[config.mk]
export PLATFORM = sky130hd
export DESIGN_NAME = teletext_hamming_decoder_core_flat
export DESIGN_NICKNAME = d
export VERILOG_FILES = /design/src/rtl/core/thd_pkg.sv /design/src/rtl/core/thd_if.sv /design/src/rtl/core/thd_syndrome.sv /design/src/rtl/core/thd_correct.sv /design/src/rtl/core/thd_pack.sv /design/src/rtl/core/teletext_hamming_decoder_core.sv /design/src/flat_wrapper.sv
export SDC_FILE = /design/constraint.sdc
export NUM_CORES = 1
export LEC_CHECK = 0
export ABC_AREA = 1
export BUFFER_PORTS_ARGS = -buffer_cell sky130_fd_sc_hd__buf_2
export CAP_MARGIN = 0
export CELL_PAD_IN_SITES_DETAIL_PLACEMENT = 1
export CELL_PAD_IN_SITES_GLOBAL_PLACEMENT = 1
export CORE_MARGIN = 2
export CORE_UTILIZATION = 49
export CTS_CLUSTER_SIZE = 28
export DETAILED_ROUTE_END_ITERATION = 16
export PLACE_DENSITY_LB_ADDON = 0.1
export RECOVER_POWER = 50
export SLEW_MARGIN = 5
export SYNTH_ARGS = -nofsm -noshare
export SYNTH_HDL_FRONTEND = slang
export SYNTH_SLANG_ARGS = --single-unit
[constraint.sdc]
create_clock -name clk -period 4.7 [get_ports clk]
set_input_delay 0.235 -clock clk [delete_from_list [all_inputs] [get_ports clk]]
set_output_delay 0.235 -clock clk [all_outputs]
set_load 0.01 [all_outputs]
[src/rtl/core/thd_pkg.sv]
// Package for the teletext Hamming 8/4 and 24/18 decoder.
// Holds the pipeline stage types, operation codes, the 8/4 table and the 24/18 test function.
// No dependencies.
package thd_pkg;

  localparam int CW_W    = 24;
  localparam int VAL_W   = 18;
  localparam int H84_W   = 4;
  localparam int SYN_W   = 6;
  localparam int POS_W   = 5;

  localparam logic OP_HAM84   = 1'b0;
  localparam logic OP_HAM2418 = 1'b1;

  localparam logic [7:0]       H84_INVALID = 8'hFF;
  localparam int               SYN_BIAS    = 33;
  localparam logic [SYN_W-1:0] SYN_TOP     = 6'd32;
  localparam logic [POS_W-1:0] SYN_PASS    = 5'h1F;
  localparam logic [POS_W-1:0] SYN_REF     = 5'd30;

  localparam logic [7:0] H84_TABLE [256] = '{
    8'h01,8'hff,8'h01,8'h01,8'hff,8'h00,8'h01,8'hff,8'hff,8'h02,8'h01,8'hff,8'h0a,8'hff,8'hff,8'h07,
    8'hff,8'h00,8'h01,8'hff,8'h00,8'h00,8'hff,8'h00,8'h06,8'hff,8'hff,8'h0b,8'hff,8'h00,8'h03,8'hff,
    8'hff,8'h0c,8'h01,8'hff,8'h04,8'hff,8'hff,8'h07,8'h06,8'hff,8'hff,8'h07,8'hff,8'h07,8'h07,8'h07,
    8'h06,8'hff,8'hff,8'h05,8'hff,8'h00,8'h0d,8'hff,8'h06,8'h06,8'h06,8'hff,8'h06,8'hff,8'hff,8'h07,
    8'hff,8'h02,8'h01,8'hff,8'h04,8'hff,8'hff,8'h09,8'h02,8'h02,8'hff,8'h02,8'hff,8'h02,8'h03,8'hff,
    8'h08,8'hff,8'hff,8'h05,8'hff,8'h00,8'h03,8'hff,8'hff,8'h02,8'h03,8'hff,8'h03,8'hff,8'h03,8'h03,
    8'h04,8'hff,8'hff,8'h05,8'h04,8'h04,8'h04,8'hff,8'hff,8'h02,8'h0f,8'hff,8'h04,8'hff,8'hff,8'h07,
    8'hff,8'h05,8'h05,8'h05,8'h04,8'hff,8'hff,8'h05,8'h06,8'hff,8'hff,8'h05,8'hff,8'h0e,8'h03,8'hff,
    8'hff,8'h0c,8'h01,8'hff,8'h0a,8'hff,8'hff,8'h09,8'h0a,8'hff,8'hff,8'h0b,8'h0a,8'h0a,8'h0a,8'hff,
    8'h08,8'hff,8'hff,8'h0b,8'hff,8'h00,8'h0d,8'hff,8'hff,8'h0b,8'h0b,8'h0b,8'h0a,8'hff,8'hff,8'h0b,
    8'h0c,8'h0c,8'hff,8'h0c,8'hff,8'h0c,8'h0d,8'hff,8'hff,8'h0c,8'h0f,8'hff,8'h0a,8'hff,8'hff,8'h07,
    8'hff,8'h0c,8'h0d,8'hff,8'h0d,8'hff,8'h0d,8'h0d,8'h06,8'hff,8'hff,8'h0b,8'hff,8'h0e,8'h0d,8'hff,
    8'h08,8'hff,8'hff,8'h09,8'hff,8'h09,8'h09,8'h09,8'hff,8'h02,8'h0f,8'hff,8'h0a,8'hff,8'hff,8'h09,
    8'h08,8'h08,8'h08,8'hff,8'h08,8'hff,8'hff,8'h09,8'h08,8'hff,8'hff,8'h0b,8'hff,8'h0e,8'h03,8'hff,
    8'hff,8'h0c,8'h0f,8'hff,8'h04,8'hff,8'hff,8'h09,8'h0f,8'hff,8'h0f,8'h0f,8'hff,8'h0e,8'h0f,8'hff,
    8'h08,8'hff,8'hff,8'h05,8'hff,8'h0e,8'h0d,8'hff,8'hff,8'h0e,8'h0f,8'hff,8'h0e,8'h0e,8'hff,8'h0e
  };

  typedef struct packed {
    logic             op;
    logic [CW_W-1:0]  cw;
    logic [SYN_W-1:0] syn;
    logic [H84_W-1:0] h84_val;
    logic             h84_bad;
  } syn_stage_t;

  typedef struct packed {
    logic             op;
    logic [CW_W-1:0]  cw;
    logic             bad24;
    logic [H84_W-1:0] h84_val;
    logic             h84_bad;
  } fix_stage_t;

  // Parity tests A..F folded into one word: bit i adds (i + 33), the top bit adds 32.
  function automatic logic [SYN_W-1:0] h2418_tests(input logic [CW_W-1:0] cw);
    logic [SYN_W-1:0] t;
    t = '0;
    for (int i = 0; i < CW_W - 1; i++) begin
      if (cw[i]) t = t ^ SYN_W'(i + SYN_BIAS);
    end
    if (cw[CW_W-1]) t = t ^ SYN_TOP;
    return t;
  endfunction

endpackage

[src/rtl/core/thd_if.sv]
// Request and response channel interfaces for the teletext Hamming decoder.
// Depends on thd_pkg for field widths.
interface thd_req_if import thd_pkg::*; ();
  logic            valid;
  logic            ready;
  logic            operation;
  logic [CW_W-1:0] codeword;

  modport source (output valid, operation, codeword, input ready);
  modport sink   (input valid, operation, codeword, output ready);
endinterface

interface thd_rsp_if import thd_pkg::*; ();
  logic             valid;
  logic             ready;
  logic [VAL_W-1:0] decoded_value;
  logic             uncorrectable;

  modport source (output valid, decoded_value, uncorrectable, input ready);
  modport sink   (input valid, decoded_value, uncorrectable, output ready);
endinterface

[src/rtl/core/thd_syndrome.sv]
// Stage one: 8/4 table lookup and 24/18 parity test word.
// Depends on thd_pkg.
module thd_syndrome import thd_pkg::*; (
  input  logic            clk,
  input  logic            rst,
  input  logic            in_valid,
  output logic            in_ready,
  input  logic            operation,
  input  logic [CW_W-1:0] codeword,
  output logic            out_valid,
  input  logic            out_ready,
  output syn_stage_t      out_data
);

  logic [7:0] entry;
  syn_stage_t data_next;

  assign in_ready = !out_valid || out_ready;
  assign entry    = H84_TABLE[codeword[7:0]];

  always_comb begin
    data_next.op      = operation;
    data_next.cw      = codeword;
    data_next.syn     = h2418_tests(codeword);
    data_next.h84_bad = (entry == H84_INVALID);
    data_next.h84_val = (entry == H84_INVALID) ? '0 : entry[H84_W-1:0];
  end

  always_ff @(posedge clk) begin
    if (rst) begin
      out_valid <= 1'b0;
    end else if (in_ready) begin
      out_valid <= in_valid;
    end
    if (in_valid && in_ready) begin
      out_data <= data_next;
    end
  end

endmodule

[src/rtl/core/thd_correct.sv]
// Stage two: 24/18 double error flag and single bit correction.
// Depends on thd_pkg.
module thd_correct import thd_pkg::*; (
  input  logic       clk,
  input  logic       rst,
  input  logic       in_valid,
  output logic       in_ready,
  input  syn_stage_t in_data,
  output logic       out_valid,
  input  logic       out_ready,
  output fix_stage_t out_data
);

  logic             fail;
  logic [POS_W-1:0] pos;
  logic [CW_W-1:0]  flip;
  fix_stage_t       data_next;

  assign in_ready = !out_valid || out_ready;
  // low five tests not all passing; with test F failing the word is 0..30
  assign fail     = (in_data.syn[POS_W-1:0] != SYN_PASS);
  assign pos      = SYN_REF - in_data.syn[POS_W-1:0];
  // positions above 23 shift the bit out, leaving the data untouched
  assign flip     = CW_W'(1) << pos;

  always_comb begin
    data_next.op      = in_data.op;
    data_next.h84_val = in_data.h84_val;
    data_next.h84_bad = in_data.h84_bad;
    data_next.bad24   = fail && in_data.syn[SYN_W-1];
    data_next.cw      = (fail && !in_data.syn[SYN_W-1]) ?
                        (in_data.cw ^ flip) : in_data.cw;
  end

  always_ff @(posedge clk) begin
    if (rst) begin
      out_valid <= 1'b0;
    end else if (in_ready) begin
      out_valid <= in_valid;
    end
    if (in_valid && in_ready) begin
      out_data <= data_next;
    end
  end

endmodule

[src/rtl/core/thd_pack.sv]
// Stage three: data bit packing, result select and output register.
// Depends on thd_pkg.
module thd_pack import thd_pkg::*; (
  input  logic             clk,
  input  logic             rst,
  input  logic             in_valid,
  output logic             in_ready,
  input  fix_stage_t       in_data,
  output logic             out_valid,
  input  logic             out_ready,
  output logic [VAL_W-1:0] decoded_value,
  output logic             uncorrectable
);

  logic [VAL_W-1:0] packed_val;
  logic [VAL_W-1:0] val_next;
  logic             bad_next;

  assign in_ready   = !out_valid || out_ready;
  assign packed_val = {in_data.cw[22:16], in_data.cw[14:8], in_data.cw[6:4], in_data.cw[2]};

  always_comb begin
    case (in_data.op)
      OP_HAM84: begin
        val_next = VAL_W'(in_data.h84_val);
        bad_next = in_data.h84_bad;
      end
      OP_HAM2418: begin
        val_next = in_data.bad24 ? '0 : packed_val;
        bad_next = in_data.bad24;
      end
      default: begin
        val_next = '0;
        bad_next = 1'b0;
      end
    endcase
  end

  always_ff @(posedge clk) begin
    if (rst) begin
      out_valid <= 1'b0;
    end else if (in_ready) begin
      out_valid <= in_valid;
    end
    if (in_valid && in_ready) begin
      decoded_value <= val_next;
      uncorrectable <= bad_next;
    end
  end

endmodule

[src/rtl/core/teletext_hamming_decoder_core.sv]
// Top level of the teletext Hamming 8/4 and 24/18 decoder.
// Depends on thd_pkg, thd_if, thd_syndrome, thd_correct and thd_pack.
//
// Usage:
//   req carries one request: operation (0 = 8/4 byte in codeword[7:0],
//   1 = 24/18 triplet in codeword[23:0]). rsp returns decoded_value and
//   uncorrectable for each request, in order, exactly once.
//   A request is taken when valid and ready are both high on a rising edge.
// Pipeline: three register stages from request to response valid (table/test word,
//   correction, packing).
// Throughput: one request per cycle, sustained, while rsp.ready is high.
// Stall: a stage holds its item while the next one is full and stalled;
//   empty stages still fill, so up to three requests are taken during a
//   stall before req.ready drops. Nothing is lost or repeated.
// Reset: rst (synchronous) empties all stages; req.ready is high the cycle
//   after and no response is shown until a new request passes through.
module teletext_hamming_decoder_core import thd_pkg::*; (
  input  logic clk,
  input  logic rst,
  thd_req_if.sink   req,
  thd_rsp_if.source rsp
);

  logic       s1_valid;
  logic       s1_ready;
  syn_stage_t s1_data;
  logic       s2_valid;
  logic       s2_ready;
  fix_stage_t s2_data;

  thd_syndrome u_syndrome (
    .clk       (clk),
    .rst       (rst),
    .in_valid  (req.valid),
    .in_ready  (req.ready),
    .operation (req.operation),
    .codeword  (req.codeword),
    .out_valid (s1_valid),
    .out_ready (s1_ready),
    .out_data  (s1_data)
  );

  thd_correct u_correct (
    .clk       (clk),
    .rst       (rst),
    .in_valid  (s1_valid),
    .in_ready  (s1_ready),
    .in_data   (s1_data),
    .out_valid (s2_valid),
    .out_ready (s2_ready),
    .out_data  (s2_data)
  );

  thd_pack u_pack (
    .clk           (clk),
    .rst           (rst),
    .in_valid      (s2_valid),
    .in_ready      (s2_ready),
    .in_data       (s2_data),
    .out_valid     (rsp.valid),
    .out_ready     (rsp.ready),
    .decoded_value (rsp.decoded_value),
    .uncorrectable (rsp.uncorrectable)
  );

endmodule

[src/flat_wrapper.sv]
// flat-port wrapper written by rule: the top's interface ports become plain ports
module teletext_hamming_decoder_core_flat import thd_pkg::*;
  (clk, rst, req_valid, req_operation, req_codeword, req_ready, rsp_valid, rsp_decoded_value, rsp_uncorrectable, rsp_ready);
  thd_req_if req_i ();
  thd_rsp_if rsp_i ();
  input  logic clk;
  input  logic rst;
  input wire logic [$bits(req_i.valid)-1:0] req_valid;
  input wire logic [$bits(req_i.operation)-1:0] req_operation;
  input wire logic [$bits(req_i.codeword)-1:0] req_codeword;
  output wire logic [$bits(req_i.ready)-1:0] req_ready;
  output wire logic [$bits(rsp_i.valid)-1:0] rsp_valid;
  output wire logic [$bits(rsp_i.decoded_value)-1:0] rsp_decoded_value;
  output wire logic [$bits(rsp_i.uncorrectable)-1:0] rsp_uncorrectable;
  input wire logic [$bits(rsp_i.ready)-1:0] rsp_ready;
  assign req_i.valid = req_valid;
  assign req_i.operation = req_operation;
  assign req_i.codeword = req_codeword;
  assign req_ready = req_i.ready;
  assign rsp_valid = rsp_i.valid;
  assign rsp_decoded_value = rsp_i.decoded_value;
  assign rsp_uncorrectable = rsp_i.uncorrectable;
  assign rsp_i.ready = rsp_ready;
  teletext_hamming_decoder_core u_core (.clk(clk), .rst(rst), .req(req_i), .rsp(rsp_i));
endmodule
* After elaboration in Yosys (flattened, before gate mapping)
Memories as Yosys holds them, arrays and structs flattened.
Cells that the tools add are included.
** Cells by class
- Add/subtract/negate cells :: 1
- Magnitude comparators :: 1
- Equality and inequality tests :: 2
- Shift operators :: 1
- Multiplexer cells :: 30
- Bitwise gates (word level) :: 26
- Reductions and logical operators :: 12
** Operator list (count)
- 2-to-1 mux 6 bit :: 24
- one-hot mux 18 bit (2 select lines) :: 1
- inverter 4 bit :: 7
- inverter 3 bit :: 9
- 2-to-1 mux 23 bit :: 1
- << shifter 1 x 5 -> 23 bit (first input constant) :: 1
- bitwise XOR 23 bit :: 1
- 2-to-1 mux 18 bit :: 1
- 2-to-1 mux 8 bit :: 2
- inverter 5 bit :: 2
- >= comparator 9 bit (second input constant) :: 1
- inverter 8 -> 9 bit :: 1
- == test 8 bit (second input constant) :: 1
- inverter 2 bit :: 4
- logical AND 1 bit :: 5
- inequality test 5 bit (second input constant) :: 1
- subtractor 5 bit (first input constant) :: 1
- zero test 1 bit :: 4
- logical OR 1 bit :: 3
- inverter 1 bit :: 2
- one-hot mux 1 bit (2 select lines) :: 1
** Storage, ports and cells
- Register bits after elaboration :: 87
- Bits in read-only memories :: 2048
- Input bits :: 29
- Output and inout port bits :: 21
- Word-level logic and storage cells :: 89
- Memories kept :: 1
** Memories
- (name not given) :: depth 256, width 8, rd ports 1, clocked after memory_dff 0, write ports 0, line thd_syndrome.sv:19 : assign entry = H84_TABLE[codeword[7:0]];

* Logic depth before layout (Yosys ltp)
Gate-level depths: netlist of the first run.
- Depth after elaboration :: 47
- Mapped depth :: 17
- Gate-level depth less buffers :: 17

* Hierarchy
Synthesis of the first run repeated with hierarchy kept, for this count alone.
** Unflattened totals
- Cells, all modules :: 708
- Area, all modules :: 5853.1 µm²
** Modules (own cells, without submodules)
- thd_syndrome :: times used 1, cells an instance 449, area each 3246.9 µm², sequential area each 1101.1 µm²
- thd_correct :: times used 1, cells an instance 188, area each 1711.6 µm², sequential area each 950.9 µm²
- thd_pack :: times used 1, cells an instance 71, area each 894.6 µm², sequential area each 590.6 µm²

* Worst setup path after synthesis of the first run
OpenSTA, ideal clock, no wires.
- Kind :: in2reg
- Start :: in req_codeword[0]
- End :: reg u_core.u_syndrome.out_data[1] (netlist name) (data pin)
- Library setup time :: 0.254 ns
- Arrival :: 1.673 ns
- Required time :: 4.446 ns
- Path slack :: 2.773 ns
- Stages :: 14
- Path buffers :: 0
- Cells stage by stage :: inv_1 -> ha_1 -> inv_1 -> nand2_1 -> nand2_1 -> nand2_1 -> nand3_1 -> nand3_1 -> nand3_1 -> nor2_1 -> nor2_1 -> nand3_1 -> nor2_4 -> nor2_1
** RTL lines
- start, declared :: line flat_wrapper.sv:10 : input wire logic [$bits(req_i.codeword)-1:0] req_codeword;
- end signal, assigned :: line thd_syndrome.sv:36 : out_data <= data_next;
- end, declared :: line thd_syndrome.sv:12 : output syn_stage_t out_data

==> insert_results.sql, run 1 <==
INSERT INTO impl_metrics (metric_group, metric, value, unit) VALUES
('clock_network', 'cts.repair_timing.setup_buffer_count', '0', ''),
('placement', 'finalWeightedCongestion', '0.910', ''),
('logic_synthesis', 'syn_area', '4940', 'sq um'),
('worst_setup_path', 'cp.arrival', '3100', 'ps'),
('power_and_ir_drop', 'share_seq_of_total_power', '0.475', ''),
('sta', 'slew_violations', '35', ''),
('clock_network', 'number_of_buffers_inserted_during_clock_tree_synthesis', '9', ''),
('logic_synthesis', 'synth_mux_area_frac', '0', ''),
('clock_network', 'tritoncts', 'built', ''),
('worst_setup_path', 'critical_path.slowest_cell', 'sky130_fd_sc_hd__clkbuf_1', ''),
('worst_setup_path', 'setup.worst_path.class', 'in2reg', ''),
('placement', 'dp_hpwl', '10800', 'um'),
('die', 'initial_core_utilization', '0.505', ''),
('outcome', 'outcome', 'complete, but fails checks', ''),
('global_route', 'grt_antenna_before_repair', '0', ''),
('global_route', 'grt_max_degree', '35', ''),
('logic_synthesis', 'syn_nets', '620', ''),
('worst_setup_path', 'critPathLaunchType', 'input port', ''),
('run', 'maxCapViolCount', '1', ''),
('final_layout', 'nNetsFinal', '661', ''),
('global_route', 'vias_in_the_first_global_route', '4338', ''),
('logic_synthesis', 'synth.avg_cell_area', '8.46', 'sq um'),
('die', 'floorplan.die_area', '10900', 'sq um'),
('logic_synthesis', 'yosys.cell_types.count', '33', ''),
('worst_setup_path', 'critical_path.most_common_cell', 'sky130_fd_sc_hd__nand2_1', ''),
('sta', 'setup_viol_count_final', '0', ''),
('drt', 'routed_wire_length_per_instance', '17.9', 'um'),
('power_and_ir_drop', 'sw_frac_of_total', '0.321', ''),
('clock_network', 'tritoncts_num_sinks', '77', ''),
('logic_synthesis', 'synth_top_family_by_area', 'simple AND/OR/NAND/NOR gates', ''),
('worst_setup_path', 'endpoint_kind', 'register', ''),
('drt', 'detail_route.vias_per_cell', '5.32', ''),
('final_layout', 'finalCoreUtilization', '0.547', ''),
('drt', 'drt-pass1-iter-count', '5', ''),
('final_layout', 'stdcell_area', '5350', 'sq um'),
('clock_network', 'cts_hold_buf', '0', ''),
('clock_network', 'h-tree-depth', '3', ''),
('worst_setup_path', 'critical_path_peak_fanout', '34', ''),
('power_and_ir_drop', 'vdd.ir_drop.worst', '0.000176', 'V'),
('die', 'design.portCount', '50', ''),
('clock_network', 'clockBufferDepth', '2', ''),
('final_layout', 'antenna-diode-count', '0', ''),
('drt', 'detail-route-antenna-nets', '0', ''),
('logic_synthesis', 'synthesis.instances', '584', ''),
('die', 'area_of_the_core', '9770', 'sq um'),
('worst_setup_path', 'slowest_delay', '1190', 'ps'),
('sta', 'layout_worst_path_cycle_share', '0.640', ''),
('global_route', 'grt_pass1_wl', '22000', 'um'),
('sta', 'finalHoldViolCount', '0', ''),
('logic_synthesis', 'synth_xor_xnor_area_share', '0.129', ''),
('sta', 'achievable-frequency', '332', 'MHz'),
('logic_synthesis', 'synth.ff_latch_count', '77', ''),
('logic_synthesis', 'synth_compound_gate_area_share', '0.0317', ''),
('power_and_ir_drop', 'pd_cells', '339', 'nW/um^2'),
('worst_setup_path', 'timing.critical_path.required', '4800', 'ps'),
('final_layout', 'synthToLayoutAreaGrowth', '8.23', '%'),
('sta', 'rsz0062_at_grt', 'false', ''),
('placement', 'dpl-instance-area', '5220', 'sq um'),
('hold_path', 'hold_class', 'in2reg', ''),
('power_and_ir_drop', 'p_int', '0.00123', 'W'),
('power_and_ir_drop', 'power', '0.00181', 'W'),
('power_and_ir_drop', 'pwr-share-comb', '0.273', ''),
('placement', 'portBuffers', '49', ''),
('final_layout', 'layout-drive-gt1-share', '0.0652', ''),
('power_and_ir_drop', 'switchingPower', '0.000581', 'W'),
('die', 'rows', '36', ''),
('logic_synthesis', 'synth_fa_ha_area_frac', '0.0177', ''),
('power_and_ir_drop', 'clkPwrFrac', '0.252', ''),
('logic_synthesis', 'post_synth_and_or_nand_nor_area_fraction', '0.285', ''),
('outcome', 'violations', 'capacitance limit, slew limit', ''),
('drt', 'detail_route.iter0.violations', '143', '');
final timing paths:
| kind | from | endpoint | slack [ps] | cells past startpoint |
|---|---|---|---|---|
| setup / recovery | req_codeword[4] | u_core.u_syndrome.out_data[0]$_DFFE_PP_ | 1690 | 14 |
| hold / removal | rst | u_core.u_syndrome.out_valid$_SDFFE_PP0N_ | 70 | 2 |
| setup reg to reg | u_core.u_syndrome.out_data[6]$_DFFE_PP_ | u_core.u_correct.out_data[12]$_DFFE_PP_ | 2370 | 8 |
| hold reg to reg | u_core.u_syndrome.out_data[4]$_SDFFCE_PP0P_ | u_core.u_correct.out_data[4]$_DFFE_PP_ | 420 | 0 |
per-stage QoR:
| step | std cells | setup slack, ps | hold WS [ps] |
|---|---|---|---|
| 3_5_place_dp | 747 | 2200 | 406 |
| 6_report | 762 | 1690 | 73.5 |
| 4_1_cts | 762 | 2400 | 55.6 |
| 5_1_grt | 762 | 1350 | 54.5 |
| 3_3_place_gp | 747 | 2270 | 401 |
| 2_1_floorplan | 584 | 2770 | 304 |
critical path, delay by kind of cell:
kind,cells,cell delay [ps]
AND/OR/NAND/NOR,10,940
buffers and inverters,4,1910
cells in the final DEF (no fill, tap or decap), types with 2 or more instances in the layout:
cell	instances
sky130_fd_sc_hd__nand2_1	158
sky130_fd_sc_hd__nand3_1	92
sky130_fd_sc_hd__edfxtp_1	74
sky130_fd_sc_hd__inv_1	54
sky130_fd_sc_hd__xnor2_1	51
sky130_fd_sc_hd__nor2_1	45
sky130_fd_sc_hd__clkbuf_1	40
sky130_fd_sc_hd__xor2_1	22
sky130_fd_sc_hd__a21oi_1	13
sky130_fd_sc_hd__buf_2	10
sky130_fd_sc_hd__clkbuf_8	9
sky130_fd_sc_hd__nor3_1	8
sky130_fd_sc_hd__o21ai_0	7
sky130_fd_sc_hd__ha_1	7
sky130_fd_sc_hd__nand2_2	5
sky130_fd_sc_hd__a22o_1	4
sky130_fd_sc_hd__clkinv_1	3
sky130_fd_sc_hd__nor2_4	3
sky130_fd_sc_hd__inv_2	3
sky130_fd_sc_hd__dfxtp_1	3
sky130_fd_sc_hd__nor2_2	2
sky130_fd_sc_hd__nand2_4	2
sky130_fd_sc_hd__nand4_1	2
sky130_fd_sc_hd__clkinv_2	2
cell usage after synthesis, drive strengths merged:
library cell	n	area, sq um
a21oi	13	65.1
a22o	4	35.0
buf	17	126
clkbuf	3	12.5
clkinv	1	3.75
dfxtp	3	60.1
edfxtp	74	2220
ha	7	87.6
inv	58	223
nand2	165	647
nand3	93	470
nand4	2	12.5
nor2	50	215
nor3	9	50.1
nor4	1	6.26
o211ai	1	7.51
o21ai	8	40.0
o221ai	1	8.76
or2	1	6.26
xnor2	51	447
xor2	22	193
sequential cells by signal (all words and copies together) (netlist names):
register,cells
u_core.u_pack.out_valid,1
u_core.u_correct.out_data,25
u_core.u_pack.uncorrectable,1
u_core.u_pack.decoded_value,18
u_core.u_syndrome.out_valid,1
u_core.u_correct.out_valid,1
u_core.u_syndrome.out_data,30
layout make-up:
class	instances	area (sq um)
Timing Repair Buffer	50	200
Clock inverter	6	55.1
Tap cell	133	166
Clock buffer	9	124
Inverter	59	226
Multi-Input combinational cell	428	2290
Sequential cell	77	2280
Fill cell	1241	4430
cell families after synthesis:
logic type	after synthesis
AO/OA/AOI/OAI	27
adder cells (fa/ha/maj)	7
AND/OR/NAND/NOR	321
buffers and inverters	79
XOR/XNOR	73
flip-flops	77
routing by layer:
layer  vias up  wire length, um  track usage
li1       1989                -            -
met1      1933             4980        0.268
met2       102             7760        0.512
met3        28              446       0.0294
met4         0              451        0.128
met5         -                0            0
power by group through the flow:
stage / clock [W] / sequential (W) / combinational, W
global placement: 0 / 0.000867 / 0.000462
detailed placement: 0 / 0.000874 / 0.000490
floorplan: 0 / 0.000865 / 0.000363
global route: 0.000494 / 0.000863 / 0.000543
finish: 0.000455 / 0.000860 / 0.000495
CTS: 0.000468 / 0.000859 / 0.000497
Note: power is estimated with default switching activity, not from simulation.
==> inputs of run 2 (changes only) <==
--- a/config.mk
+++ b/config.mk
@@ -11,7 +11,7 @@
 export CELL_PAD_IN_SITES_DETAIL_PLACEMENT = 1
 export CELL_PAD_IN_SITES_GLOBAL_PLACEMENT = 1
 export CORE_MARGIN = 2
-export CORE_UTILIZATION = 49
+export CORE_UTILIZATION = 45
 export CTS_CLUSTER_SIZE = 28
 export DETAILED_ROUTE_END_ITERATION = 16
 export PLACE_DENSITY_LB_ADDON = 0.1
==> constraint.sdc (replaced) <==
create_clock -name clk -period 3.2 [get_ports clk]
set_input_delay 0.16 -clock clk [delete_from_list [all_inputs] [get_ports clk]]
set_output_delay 0.16 -clock clk [all_outputs]
set_load 0.01 [all_outputs]
==> insert_results.sql, run 2 (synthesis results as in run 1) <==
INSERT INTO impl_metrics (metric_group, metric, value, unit) VALUES
('clock_network', 'cts.reportedPaths.clkPinSlew', '80', 'ps'),
('worst_setup_path', 'cp.arrival', '2540', 'ps'),
('die', 'die_y', '109', 'um'),
('worst_setup_path', 'reg_to_reg_slack_setup', '990', 'ps'),
('final_layout', 'nNetsFinal', '663', ''),
('die', 'area_of_the_core', '10800', 'sq um'),
('clock_network', 'clockBufferDepth', '2', ''),
('drt', 'detail_route.vias_per_cell', '5.28', ''),
('die', 'rows', '38', ''),
('power_and_ir_drop', 'power', '0.00279', 'W'),
('worst_setup_path', 'timing.critical_path.required', '3300', 'ps'),
('final_layout', 'largest-register', 'u_core.u_syndrome.out_data', ''),
('global_route', 'grt_pass1_wl', '22000', 'um'),
('die', 'design.portCount', '50', ''),
('placement', 'dp_hpwl', '10500', 'um'),
('worst_setup_path', 'critPathLaunchType', 'input port', ''),
('die', 'chipWidth', '109', 'um'),
('worst_setup_path', 'endpoint_kind', 'register', ''),
('drt', 'detail-route-antenna-nets', '0', ''),
('placement', 'post-place-ws', '787', 'ps'),
('sta', 'rsz0062_at_grt', 'false', ''),
('power_and_ir_drop', 'pd_cells', '514', 'nW/um^2'),
('global_route', 'grt_antenna_before_repair', '0', ''),
('outcome', 'outcome', 'finished, final reports clean', ''),
('global_route', 'grt_overflow', '0', ''),
('final_layout', 'layout_top_registers', 'u_core.u_syndrome.out_data: 30 flops, u_core.u_correct.out_data: 25 flops, u_core.u_pack.decoded_value: 18 flops', ''),
('clock_network', 'worst_skew_late_latency', '350', 'ps'),
('final_layout', 'layout-drive-gt1-share', '0.0728', ''),
('sta', 'tightestPinTransition', '1050', 'ps'),
('placement', 'finalWeightedCongestion', '0.892', ''),
('global_route', 'vias_in_the_first_global_route', '4269', ''),
('clock_network', 'clk_root_buffer_cell', 'sky130_fd_sc_hd__clkbuf_8', ''),
('final_layout', 'largest_register_ff_count', '30', ''),
('clock_network', 'tritoncts', 'built', ''),
('power_and_ir_drop', 'vdd.ir_drop.worst', '0.000243', 'V'),
('run', 'maxCapViolCount', '0', ''),
('global_route', 'grt_max_degree', '35', ''),
('clock_network', 'tritoncts_num_sinks', '77', ''),
('sta', 'timing.setup.tns', '0', 'ps'),
('final_layout', 'antenna-diode-count', '0', ''),
('hold_path', 'hold_class', 'in2reg', ''),
('drt', 'routed_wire_length_per_instance', '17.2', 'um'),
('final_layout', 'leading_cell_types_in_the_layout_fill_and_taps_excluded', 'sky130_fd_sc_hd__nand2_1, sky130_fd_sc_hd__nand3_1, sky130_fd_sc_hd__edfxtp_1', ''),
('die', 'initial_core_utilization', '0.458', ''),
('sta', 'achievable-frequency', '410', 'MHz'),
('global_route', 'grt.total_usage', '0.245', ''),
('drt', 'drt-pass1-iter-count', '4', ''),
('clock_network', 'postCtsResizedCells', '0', ''),
('clock_network', 'h-tree-depth', '3', ''),
('sta', 'slew_violations', '0', ''),
('worst_setup_path', 'critical_path_peak_fanout', '19', ''),
('sta', 'slew_headroom', '0.299', ''),
('final_layout', 'synthToLayoutAreaGrowth', '9.73', '%'),
('clock_network', 'number_of_buffers_inserted_during_clock_tree_synthesis', '9', ''),
('final_layout', 'fin_cells', '772', ''),
('power_and_ir_drop', 'leakagePower', '2.31', 'nW'),
('sta', 'final.setup_skew', '9.54', 'ps'),
('drt', 'dr_total_vias', '4077', ''),
('placement', 'dpl-instance-area', '5240', 'sq um'),
('sta', 'finalHoldViolCount', '0', ''),
('drt', 'detail_route.iter0.violations', '190', ''),
('sta', 'setup_slack', '762', 'ps'),
('sta', 'layout_worst_path_cycle_share', '0.762', ''),
('final_layout', 'stdcell_area', '5420', 'sq um'),
('final_layout', 'final_common_cell', 'sky130_fd_sc_hd__nand2_1', ''),
('sta', 'min_period', '2440', 'ps'),
('clock_network', 'cts.repair_timing.setup_buffer_count', '0', ''),
('worst_setup_path', 'setup.worst_path.class', 'in2reg', ''),
('die', 'floorplan.die_area', '11800', 'sq um'),
('sta', 'setup_viol_count_final', '0', ''),
('placement', 'portBuffers', '49', ''),
('drt', 'drt-total-wl', '13300', 'um'),
('drt', 'drt_drc_violations_left', '0', ''),
('placement', 'placed_cells', '755', '');
-- run 2: changes by cell type in the layout (fill, tap and decap cells not counted), sizes merged --
cell / delta
clkinvlp: -1
bufinv: +1
buf: +3
dlygate4sd3: +1
inv: +1
clkinv: -2
-- run 2: area by class of cell --
class | instances | area (sq um)
clock buffers | 11 | 141
inverters | 59 | 226
fillers | 1349 | 5370
repair buffers | 52 | 220
flip-flops and latches | 77 | 2280
multi-input cells | 428 | 2290
well taps | 140 | 175
clock inverters | 5 | 82.6
-- run 2: timing repair --
action / in CTS / in global routing
endpoints found under the hold margin: 1 / 0
hold buffers: 1 / 0
setup endpoints to repair: 0 / 0
-- run 2: final timing paths --
| path | end | cells after the start | start |
|---|---|---|---|
| worst max-delay path | u_core.u_syndrome.out_data[2]$_SDFFCE_PP0P_ | 12 | req_codeword[2] |
| worst min-delay path | u_core.u_syndrome.out_valid$_SDFFE_PP0N_ | 2 | rst |
| worst max register to register | u_core.u_correct.out_data[10]$_DFFE_PP_ | 8 | u_core.u_syndrome.out_data[6]$_DFFE_PP_ |
| worst min register to register | u_core.u_correct.out_data[30]$_DFFE_PP_ | 0 | u_core.u_syndrome.out_data[35]$_DFFE_PP_ |
-- run 2: metal layers --
layer,part of all wire,GRT usage,vias to the layer above
met5,0,0,-
met1,0.44,0.316,1947
met4,0.026,0.0934,0
met3,0.040,0.0371,27
met2,0.49,0.415,112
li1,-,-,1991
-- run 2: per-stage QoR --
| step | util | hold slack [ps] |
|---|---|---|
| floorplan | - | 229 |
| CTS | 0.507 | 0.298 |
| finish | 0.502 | 23.6 |
| global placement | 0.485 | 340 |
| detailed placement | 0.485 | 340 |
| global route | 0.502 | 16.8 |
-- run 2: worst max-delay path: stages --
cell                       delay, ps
sky130_fd_sc_hd__clkbuf_1        750
sky130_fd_sc_hd__nand2_1         450
sky130_fd_sc_hd__nand3_1         270
sky130_fd_sc_hd__nand3_1          90
sky130_fd_sc_hd__nand2_1         120
sky130_fd_sc_hd__nand2_1          70
sky130_fd_sc_hd__nand3_1          90
sky130_fd_sc_hd__nor2_1           40
sky130_fd_sc_hd__nor2_1          110
sky130_fd_sc_hd__nand3_1         140
sky130_fd_sc_hd__nor2_4          160
sky130_fd_sc_hd__nor2_1           70
-- run 2: power breakdown --
part	internal [W]	switching [W]	total, W
Combinational	0.000241	0.000465	0.000706
Clock	0.000464	0.000353	0.000817
Sequential	0.00122	0.0000479	0.00126
